## src/hw/rtl/ppk_pkg.sv

```systemverilog
// ----------------------------------------------------------------------------
// ppk_pkg: shared types and constants for the RGB pixel packer
// Holds field widths, the queue entry type and the width saturation helper.
// ----------------------------------------------------------------------------
package ppk_pkg;

    localparam int CHAN_BITS    = 8;   // width of one input colour channel
    localparam int NUM_CHANNELS = 3;
    localparam int BYTE_BITS    = 8;
    localparam int CFG_BITS     = 4;   // width of the kept-width register
    localparam int PEND_BITS    = 7;   // leftover bits that never form a byte
    localparam int PCNT_BITS    = 3;   // holds a leftover count of 0..7
    localparam int PACK_BITS    = NUM_CHANNELS * CHAN_BITS;  // 24
    localparam int ACC_BITS     = PEND_BITS + PACK_BITS;     // 31
    localparam int SUM_BITS     = 5;   // holds a bit total of 0..31
    localparam int NBYTE_BITS   = 3;   // holds a byte count of 0..4
    localparam int QUEUE_DEPTH  = 2;
    localparam int QPTR_BITS    = $clog2(QUEUE_DEPTH);
    localparam int QCNT_BITS    = $clog2(QUEUE_DEPTH + 1);

    localparam logic [CFG_BITS-1:0] KEEP_WIDTH_RESET = CFG_BITS'(8);

    // One packed pixel handed from the front to the back.
    typedef struct packed {
        logic [ACC_BITS-1:0]   acc;     // stream bits, zero above the valid ones
        logic [NBYTE_BITS-1:0] nbytes;  // bytes to emit, 1..4
        logic                  last;    // final byte closes the image
    } ppk_entry_t;

    // Saturate the configured width into 1..8.
    function automatic logic [CFG_BITS-1:0] eff_width(input logic [CFG_BITS-1:0] cfg);
        logic [CFG_BITS-1:0] w;
        w = cfg;
        if (cfg == '0)
        begin
            w = CFG_BITS'(1);
        end
        else if (cfg > CFG_BITS'(BYTE_BITS))
        begin
            w = CFG_BITS'(BYTE_BITS);
        end
        return w;
    endfunction

endpackage

```

## src/hw/rtl/ppk_if.sv

```systemverilog
// ----------------------------------------------------------------------------
// ppk_if: channel interfaces of the RGB pixel packer
// Pixel input, byte output and configuration write channels.
// ----------------------------------------------------------------------------

// Pixel channel: one RGB pixel per transaction.
interface ppk_pixel_if import ppk_pkg::*; ();
    logic                 valid;
    logic                 ready;
    logic [CHAN_BITS-1:0] red;
    logic [CHAN_BITS-1:0] green;
    logic [CHAN_BITS-1:0] blue;
    logic                 last_pixel;

    modport source (output valid, red, green, blue, last_pixel, input ready);
    modport sink   (input valid, red, green, blue, last_pixel, output ready);
endinterface

// Byte channel: one packed byte per transaction.
interface ppk_byte_if import ppk_pkg::*; ();
    logic                 valid;
    logic                 ready;
    logic [BYTE_BITS-1:0] data_byte;
    logic                 last_byte;

    modport source (output valid, data_byte, last_byte, input ready);
    modport sink   (input valid, data_byte, last_byte, output ready);
endinterface

// Configuration channel: one write of the kept channel width per transaction.
interface ppk_cfg_if import ppk_pkg::*; ();
    logic                valid;
    logic                ready;
    logic [CFG_BITS-1:0] data;

    modport source (output valid, data, input ready);
    modport sink   (input valid, data, output ready);
endinterface

```

## src/hw/rtl/ppk_front.sv

```systemverilog
// ----------------------------------------------------------------------------
// ppk_front: pixel intake and bit packing
// Reduces each channel, appends the pixel to the leftover bits and hands
// every pixel that completes a byte, and every last pixel with bits to flush, to the queue as one entry.
// ----------------------------------------------------------------------------
module ppk_front import ppk_pkg::*;
(
    input  logic        clk,
    input  logic        rst_n,
    ppk_pixel_if.sink   pixel,
    ppk_cfg_if.sink     cfg,
    input  logic        q_full,
    output logic        q_push,
    output ppk_entry_t  q_entry
);

    logic [CFG_BITS-1:0]  keep_width_reg;
    logic [PEND_BITS-1:0] pending_bits_reg, pending_bits_next;
    logic [PCNT_BITS-1:0] pending_count_reg, pending_count_next;

    logic [CFG_BITS-1:0]   w;
    logic [CFG_BITS-1:0]   drop;
    logic [CHAN_BITS-1:0]  r, g, b;
    logic [PACK_BITS-1:0]  packed_px;
    logic [ACC_BITS-1:0]   acc;
    logic [SUM_BITS-1:0]   total;
    logic [SUM_BITS:0]     total_round;
    logic [ACC_BITS-1:0]   rem;
    logic                  accept;

    // The configuration register is always writable.
    assign cfg.ready = 1'b1;

    // Pixels are taken while the queue has room.
    assign pixel.ready = !q_full;
    assign accept      = pixel.valid && pixel.ready;

    // Reduce the channels and append the packed pixel to the leftover bits.
    always_comb
    begin
        w    = eff_width(keep_width_reg);
        drop = CFG_BITS'(BYTE_BITS) - w;
        r    = pixel.red   >> drop;
        g    = pixel.green >> drop;
        b    = pixel.blue  >> drop;
        packed_px = PACK_BITS'(r)
                  | (PACK_BITS'(g) << w)
                  | (PACK_BITS'(b) << {w, 1'b0});
        acc   = ACC_BITS'(pending_bits_reg) | (ACC_BITS'(packed_px) << pending_count_reg);
        total = SUM_BITS'(pending_count_reg) + SUM_BITS'(NUM_CHANNELS) * SUM_BITS'(w);
        total_round = {1'b0, total} + (SUM_BITS+1)'(BYTE_BITS - 1);
    end

    // Build the queue entry; a last pixel rounds up so the partial byte goes out.
    always_comb
    begin
        q_entry.acc  = acc;
        q_entry.last = pixel.last_pixel;
        if (pixel.last_pixel)
        begin
            q_entry.nbytes = NBYTE_BITS'(total_round >> 3);
        end
        else
        begin
            q_entry.nbytes = NBYTE_BITS'(total >> 3);
        end
        q_push = accept && (q_entry.nbytes != '0);
    end

    // Leftover bits after the full bytes; bits above the total are already zero.
    always_comb
    begin
        rem = acc >> {total[SUM_BITS-1:3], 3'b000};
        if (pixel.last_pixel)
        begin
            pending_bits_next  = '0;
            pending_count_next = '0;
        end
        else
        begin
            pending_bits_next  = rem[PEND_BITS-1:0];
            pending_count_next = total[PCNT_BITS-1:0];
        end
    end

    // Control and configuration registers.
    always_ff @(posedge clk or negedge rst_n)
    begin
        if (!rst_n)
        begin
            keep_width_reg    <= KEEP_WIDTH_RESET;
            pending_bits_reg  <= '0;
            pending_count_reg <= '0;
        end
        else
        begin
            if (cfg.valid)
            begin
                keep_width_reg <= cfg.data;
            end
            if (accept)
            begin
                pending_bits_reg  <= pending_bits_next;
                pending_count_reg <= pending_count_next;
            end
        end
    end

endmodule

```

## src/hw/rtl/ppk_queue.sv

```systemverilog
// ----------------------------------------------------------------------------
// ppk_queue: short entry queue between front and back
// A small circular buffer of packed pixels; head entry is always visible.
// ----------------------------------------------------------------------------
module ppk_queue import ppk_pkg::*;
(
    input  logic        clk,
    input  logic        rst_n,
    input  logic        push,
    input  ppk_entry_t  push_entry,
    output logic        full,
    input  logic        pop,
    output logic        head_valid,
    output ppk_entry_t  head_entry
);

    ppk_entry_t           slot_reg [QUEUE_DEPTH];
    logic [QPTR_BITS-1:0] wr_ptr_reg, rd_ptr_reg;
    logic [QCNT_BITS-1:0] count_reg;
    logic                 do_push, do_pop;

    assign full       = (count_reg == QCNT_BITS'(QUEUE_DEPTH));
    assign head_valid = (count_reg != '0);
    assign head_entry = slot_reg[rd_ptr_reg];
    assign do_push    = push && !full;
    assign do_pop     = pop && head_valid;

    // Entry storage.
    always_ff @(posedge clk)
    begin
        if (do_push)
        begin
            slot_reg[wr_ptr_reg] <= push_entry;
        end
    end

    // Pointers and fill count.
    always_ff @(posedge clk or negedge rst_n)
    begin
        if (!rst_n)
        begin
            wr_ptr_reg <= '0;
            rd_ptr_reg <= '0;
            count_reg  <= '0;
        end
        else
        begin
            if (do_push)
            begin
                wr_ptr_reg <= (wr_ptr_reg == QPTR_BITS'(QUEUE_DEPTH - 1)) ? '0
                                                                          : wr_ptr_reg + 1'b1;
            end
            if (do_pop)
            begin
                rd_ptr_reg <= (rd_ptr_reg == QPTR_BITS'(QUEUE_DEPTH - 1)) ? '0
                                                                          : rd_ptr_reg + 1'b1;
            end
            if (do_push && !do_pop)
            begin
                count_reg <= count_reg + 1'b1;
            end
            else if (do_pop && !do_push)
            begin
                count_reg <= count_reg - 1'b1;
            end
        end
    end

endmodule

```

## src/hw/rtl/ppk_back.sv

```systemverilog
// ----------------------------------------------------------------------------
// ppk_back: byte emitter
// Takes entries from the queue and sends their bytes one per cycle, while
// the output is not stalled, through a registered output stage.
// ----------------------------------------------------------------------------
module ppk_back import ppk_pkg::*;
(
    input  logic        clk,
    input  logic        rst_n,
    input  logic        head_valid,
    input  ppk_entry_t  head_entry,
    output logic        pop,
    ppk_byte_if.source  packed_out
);

    logic [ACC_BITS-1:0]   cur_acc_reg;
    logic [NBYTE_BITS-1:0] cur_left_reg;
    logic                  cur_last_reg;
    logic                  out_valid_reg;
    logic [BYTE_BITS-1:0]  data_byte_reg;
    logic                  last_byte_reg;
    logic                  out_free, cur_active, emit, final_byte;

    assign packed_out.valid     = out_valid_reg;
    assign packed_out.data_byte = data_byte_reg;
    assign packed_out.last_byte = last_byte_reg;

    // A byte moves out when the output stage is empty or being drained.
    assign out_free   = !out_valid_reg || packed_out.ready;
    assign cur_active = (cur_left_reg != '0);
    assign emit       = cur_active && out_free;
    assign final_byte = (cur_left_reg == NBYTE_BITS'(1));
    assign pop        = head_valid && (!cur_active || (emit && final_byte));

    // Working entry: load from the queue, or shift out one byte.
    always_ff @(posedge clk or negedge rst_n)
    begin
        if (!rst_n)
        begin
            cur_left_reg <= '0;
        end
        else if (pop)
        begin
            cur_left_reg <= head_entry.nbytes;
        end
        else if (emit)
        begin
            cur_left_reg <= cur_left_reg - 1'b1;
        end
    end

    always_ff @(posedge clk)
    begin
        if (pop)
        begin
            cur_acc_reg  <= head_entry.acc;
            cur_last_reg <= head_entry.last;
        end
        else if (emit)
        begin
            cur_acc_reg <= cur_acc_reg >> BYTE_BITS;
        end
    end

    // Output stage.
    always_ff @(posedge clk or negedge rst_n)
    begin
        if (!rst_n)
        begin
            out_valid_reg <= 1'b0;
        end
        else if (emit)
        begin
            out_valid_reg <= 1'b1;
        end
        else if (packed_out.ready)
        begin
            out_valid_reg <= 1'b0;
        end
    end

    always_ff @(posedge clk)
    begin
        if (emit)
        begin
            data_byte_reg <= cur_acc_reg[BYTE_BITS-1:0];
            last_byte_reg <= cur_last_reg && final_byte;
        end
    end

endmodule

```

## src/hw/rtl/packed_rgb_pixel_packer.sv

```systemverilog
// ----------------------------------------------------------------------------
// packed_rgb_pixel_packer: reduced-depth RGB bit packer
// Packs the configured number of top bits of each channel into an LSB-first
// byte stream and flushes the partial byte on the last pixel of an image.
// ----------------------------------------------------------------------------
// A pixel is accepted whenever the two-entry queue has room, and the byte
// output runs at one byte per cycle while packed_out.ready does not stall
// it, so the sustained pixel rate is set by the bytes each pixel completes:
// about three eighths of the kept width per channel, three bytes at eight
// bits per channel. The one-byte-wide output sets that limit. A width write
// takes effect from the next pixel; leftover bits carry across pixels until
// the last pixel flushes them.
module packed_rgb_pixel_packer import ppk_pkg::*;
(
    input  logic        clk,
    input  logic        rst_n,
    ppk_pixel_if.sink   pixel,
    ppk_cfg_if.sink     cfg,
    ppk_byte_if.source  packed_out
);

    logic       q_full, q_push, q_pop, q_head_valid;
    ppk_entry_t q_entry, q_head;

    // Intake and packing.
    ppk_front u_front
    (
        .clk     (clk),
        .rst_n   (rst_n),
        .pixel   (pixel),
        .cfg     (cfg),
        .q_full  (q_full),
        .q_push  (q_push),
        .q_entry (q_entry)
    );

    // Queue between front and back.
    ppk_queue u_queue
    (
        .clk        (clk),
        .rst_n      (rst_n),
        .push       (q_push),
        .push_entry (q_entry),
        .full       (q_full),
        .pop        (q_pop),
        .head_valid (q_head_valid),
        .head_entry (q_head)
    );

    // Byte emitter.
    ppk_back u_back
    (
        .clk        (clk),
        .rst_n      (rst_n),
        .head_valid (q_head_valid),
        .head_entry (q_head),
        .pop        (q_pop),
        .packed_out (packed_out)
    );

endmodule
```

## src/flat_wrapper.sv

```systemverilog
// flat-port wrapper written by rule: the top's interface ports become plain ports
module packed_rgb_pixel_packer_flat import ppk_pkg::*;
  (clk, rst_n, pixel_valid, pixel_red, pixel_green, pixel_blue, pixel_last_pixel, pixel_ready, cfg_valid, cfg_data, cfg_ready, packed_out_valid, packed_out_data_byte, packed_out_last_byte, packed_out_ready);
  ppk_pixel_if pixel_i ();
  ppk_cfg_if cfg_i ();
  ppk_byte_if packed_out_i ();
  input  logic clk;
  input  logic rst_n;
  input wire logic [$bits(pixel_i.valid)-1:0] pixel_valid;
  input wire logic [$bits(pixel_i.red)-1:0] pixel_red;
  input wire logic [$bits(pixel_i.green)-1:0] pixel_green;
  input wire logic [$bits(pixel_i.blue)-1:0] pixel_blue;
  input wire logic [$bits(pixel_i.last_pixel)-1:0] pixel_last_pixel;
  output wire logic [$bits(pixel_i.ready)-1:0] pixel_ready;
  input wire logic [$bits(cfg_i.valid)-1:0] cfg_valid;
  input wire logic [$bits(cfg_i.data)-1:0] cfg_data;
  output wire logic [$bits(cfg_i.ready)-1:0] cfg_ready;
  output wire logic [$bits(packed_out_i.valid)-1:0] packed_out_valid;
  output wire logic [$bits(packed_out_i.data_byte)-1:0] packed_out_data_byte;
  output wire logic [$bits(packed_out_i.last_byte)-1:0] packed_out_last_byte;
  input wire logic [$bits(packed_out_i.ready)-1:0] packed_out_ready;
  assign pixel_i.valid = pixel_valid;
  assign pixel_i.red = pixel_red;
  assign pixel_i.green = pixel_green;
  assign pixel_i.blue = pixel_blue;
  assign pixel_i.last_pixel = pixel_last_pixel;
  assign pixel_ready = pixel_i.ready;
  assign cfg_i.valid = cfg_valid;
  assign cfg_i.data = cfg_data;
  assign cfg_ready = cfg_i.ready;
  assign packed_out_valid = packed_out_i.valid;
  assign packed_out_data_byte = packed_out_i.data_byte;
  assign packed_out_last_byte = packed_out_i.last_byte;
  assign packed_out_i.ready = packed_out_ready;
  packed_rgb_pixel_packer u_core (.clk(clk), .rst_n(rst_n), .pixel(pixel_i), .cfg(cfg_i), .packed_out(packed_out_i));
endmodule
```

## config.mk

```make
export PLATFORM = sky130hd
export DESIGN_NAME = packed_rgb_pixel_packer_flat
export DESIGN_NICKNAME = d
export VERILOG_FILES = /design/src/hw/rtl/ppk_pkg.sv /design/src/hw/rtl/ppk_if.sv /design/src/hw/rtl/ppk_front.sv /design/src/hw/rtl/ppk_queue.sv /design/src/hw/rtl/ppk_back.sv /design/src/hw/rtl/packed_rgb_pixel_packer.sv /design/src/flat_wrapper.sv
export SDC_FILE = /design/constraint.sdc
export NUM_CORES = 1
export LEC_CHECK = 0
export BUFFER_PORTS_ARGS = -buffer_cell sky130_fd_sc_hd__buf_2
export CORE_MARGIN = 3
export CORE_UTILIZATION = 55
export CTS_BUF_LIST = sky130_fd_sc_hd__clkbuf_4
export CTS_CLUSTER_DIAMETER = 40
export DETAILED_ROUTE_END_ITERATION = 6
export PLACE_DENSITY = 0.81
export SKIP_CTS_REPAIR_TIMING = 1
export SYNTH_ARGS = -nofsm -noshare
export SYNTH_HDL_FRONTEND = slang
export SYNTH_SLANG_ARGS = --single-unit
```

## constraint.sdc

```tcl
create_clock -name clk -period 16.8 [get_ports clk]
set_input_delay 0.84 -clock clk [delete_from_list [all_inputs] [get_ports clk]]
set_output_delay 0.84 -clock clk [all_outputs]
set_load 0.005 [all_outputs]
```

==> metrics.txt <==
max_slew headroom=just under 30%; Worst setup EP type=flop; YS warnings=0; Post-synth ARST share=between 10% and 20%; number of flops mapped to enable cells by yosys=approximately 110; CTS tree=done; routed vias=around 7400; Clock transition at path regs=between 0.1 and 0.15 ns; footprint of the multi-input gates=between 4000 and 5000 sq um; CP arrival=between 6 and 7 ns; flop2flop setup slack=roughly 11 ns; Yosys cell types=90; total leakage power=~3.6 nW; FP Rows=45; final period utilization=between 30% and 40%; Worst Path Max Fanout=18; HPWL Detailed=about 18000 um; Avg Inst Size Synth=approximately 10 sq um; DRT Wirelength=24700 um; Slowest-stage cell, CP=dfrtp_1; First DRT Iteration DRCs=between 1000 and 1500; critical-path cell list=inv_1 > nor2_1 > inv_1 > ha_1 > a21boi_0 > nor2_1 > o21ai_2 > a21oi_1 > o311a_1 > a211oi_1 > a22oi_1 > o21a_1 > mux2_2 > a211o_1; PD cells=around 180 nW/um^2; mux contribution to synthesized area=between 10% and 20%; Syn-to-layout area delta=7.01%; Root Buffer=clkbuf_4; Worst IR Drop VDD=0.123 mV; final setup fails=0; # clock sinks=about 130; largest family of logic cells by synthesized area=compound AO/OA/AOI/OAI gates; area of the core=approximately 15000 sq um; Bufs and invs on worst path=2; setup TNS=0 ns; fillcell total=between 1000 and 1500; die area=between 15000 and 20000 sq um; Place WS=10.96 ns; post-DR vias/cell=6.61; RSZ-0062 raised after global routing=no; Seq. cell area=around 4000 sq um; WS Path Type=reg -> reg; clk_skew=roughly 0.026 ns; final hold viol count=0; first-pass GRT wire length=39200 um; max-slew violations=0; vias in the first global route=between 6000 and 7000; Horiz. Die Dim=between 100 and 150 um; FF-to-FF path depth=14; delay-heaviest family, CP=compound AO/OA/AOI/OAI gates; Yosys reg bits=about 130; Worst-Margin Slew=1.07 ns; gr ovfl total=0; min cycle time layout=~6.1 ns; Post-Syn Area=just under 9000 sq um; compound-gate portion of the synthesized area=between 20% and 30%; sequential area share after synthesis=between 40 and 50%; layout cells sized above 1=roughly 16%; status=complete, no violations; number of max-cap violations=0; DRC=0; Post-Syn Nets=930; worst-skew pair later-pin latency=roughly 0.53 ns; post-synthesis simple-gate area fraction=14.4%; initial antenna violation count=1; critical path depth in cells=14; Max Fclk=approximately 160 MHz; port buffer count=44; CP startpoint kind=flop; post-synthesis xor/xnor area fraction=around 1.9%; Initial Util=a little under three fifths; CTS buffer count=17; Gate Count Post-Synth=~900; worst min-delay path class=in -> async; deepest clock path buffer count=2; slowest stage delay, CP=approximately 0.78 ns; First-pass DRT Iterations=6; Post-Synth Adder-Cell Area=roughly 2.2%; gpl congestion=about 1.0; Ports=46; Nets=around 940; crit path setup slack, layout=about 11 ns; max reg flops=70; Routed WL per cell=22.0 um; htree depth=4; Tot GR Track Use=between 20% and 30%; DRT antenna net count=0; DIE HEIGHT=between 100 and 150 um; most common flop cell mapped by yosys=edfxtp_1; largest net degree at the start of global routing=just over 60; Worst EP required=17.22 ns
## cells by family after synthesis
family / after synthesis
other: 1
DFF: 133
AOI/OAI and AO/OA: 278
buffers and inverters: 91
muxes: 83
xor gates and xnor gates: 16
and+or+nand+nor: 266
adders and majority gates: 14
## worst reg2reg max path, delay by kind of cell (launching register included)
family | cells | cell delay [ns]
compound gates | 8 | 2.72
fa+ha+maj | 1 | 0.61
buf+inv | 2 | 0.85
flops | 1 | 0.78
mux | 1 | 0.31
simple gates | 2 | 0.73
## area by class of cell
cell class,count,area share (%)
repair buffers,60,3.61
inverters,26,1.06
well taps,211,2.80
clock buffers,17,1.35
flip-flops and latches,133,41.2
clock inverters,15,1.87
diodes,1,0.0266
multi-input cells,658,48.0
## cell usage after synthesis (6+ instances only)
cell type / number / area, sq um
and3_1: 8 / 50.1
clkbuf_1: 30 / 113
dfrtp_1: 21 / 526
a21o_1: 10 / 75.1
a211oi_1: 8 / 60.1
o21a_1: 7 / 52.6
or3_1: 6 / 37.5
o22ai_1: 9 / 56.3
nor2b_1: 6 / 37.5
a21oi_1: 46 / 230
a31oi_1: 16 / 100
nor2_1: 75 / 282
nand2b_1: 10 / 62.6
mux4_2: 7 / 158
o21ai_0: 64 / 320
o211ai_1: 14 / 105
xnor2_1: 9 / 78.8
mux2i_1: 60 / 601
nand3_1: 21 / 105
buf_1: 12 / 45.0
a221o_1: 7 / 70.1
nand2_1: 82 / 308
buf_2: 15 / 75.1
edfxtp_1: 111 / 3330
and2_1: 9 / 56.3
nand4_1: 9 / 56.3
o21ai_1: 7 / 35.0
ha_1: 11 / 138
o31ai_1: 8 / 60.1
inv_1: 22 / 82.6
nor3_1: 16 / 80.1
mux2_2: 15 / 169
a22oi_1: 6 / 45.0
## stage by stage
step	area, sq um	hold slack (ns)	cells	total power [mW]	util, %
6_report	9420	0.288	1121	1.65	61.1
5_1_grt	9420	0.282	1121	1.76	61.1
4_1_cts	9420	0.255	1120	1.65	61.1
3_5_place_dp	9110	0.405	1088	1.42	59.1
3_3_place_gp	9110	0.402	1088	1.40	59.1
2_1_floorplan	8800	0.400	882	1.20	-
## cells in the final DEF, fill, tap and decap left out, types with 10 or more instances in the layout
master,instances
edfxtp_1,111
dfrtp_1,20
inv_1,22
mux2i_1,60
o211ai_1,14
nand2b_1,10
o21ai_0,64
a31oi_1,16
a21oi_1,46
nand2_1,82
clkbuf_4,17
buf_2,44
ha_1,11
mux2_2,15
nor3_1,16
nand3_1,21
buf_4,16
a21o_1,10
nor2_1,75
## layer usage
metal,up-vias,GRT usage [%],wire [um]
li1,3406,-,-
met1,3455,37.7,9890
met2,472,45.4,11500
met3,79,4.56,2050
met4,0,13.2,1170
met5,-,0,0
## final timing paths
| kind | from | endpoint |
|---|---|---|
| setup / recovery | u_core.u_front.keep_width_reg[1] | u_core.u_front.pending_bits_reg[4] |
| setup reg to reg | u_core.u_front.keep_width_reg[1] | u_core.u_front.pending_bits_reg[4] |
| hold reg to reg | u_core.u_back.cur_acc_reg[7] | u_core.u_back.packed_out.data_byte[7] |
| min in group clk | u_core.u_back.cur_acc_reg[7] | u_core.u_back.packed_out.data_byte[7] |
| max in group asynchronous | rst_n | u_core.u_queue.rd_ptr_reg |
| hold / removal | rst_n | u_core.u_queue.count_reg[0] |
## where the power goes
part / internal (mW) / leakage, nW / switching, mW
clock network: 0.104 / 0.160 / 0.120
logic: 0.287 / 2.12 / 0.517
registers: 0.560 / 1.34 / 0.0647
No activity file was read; power rests on OpenSTA's default activity.
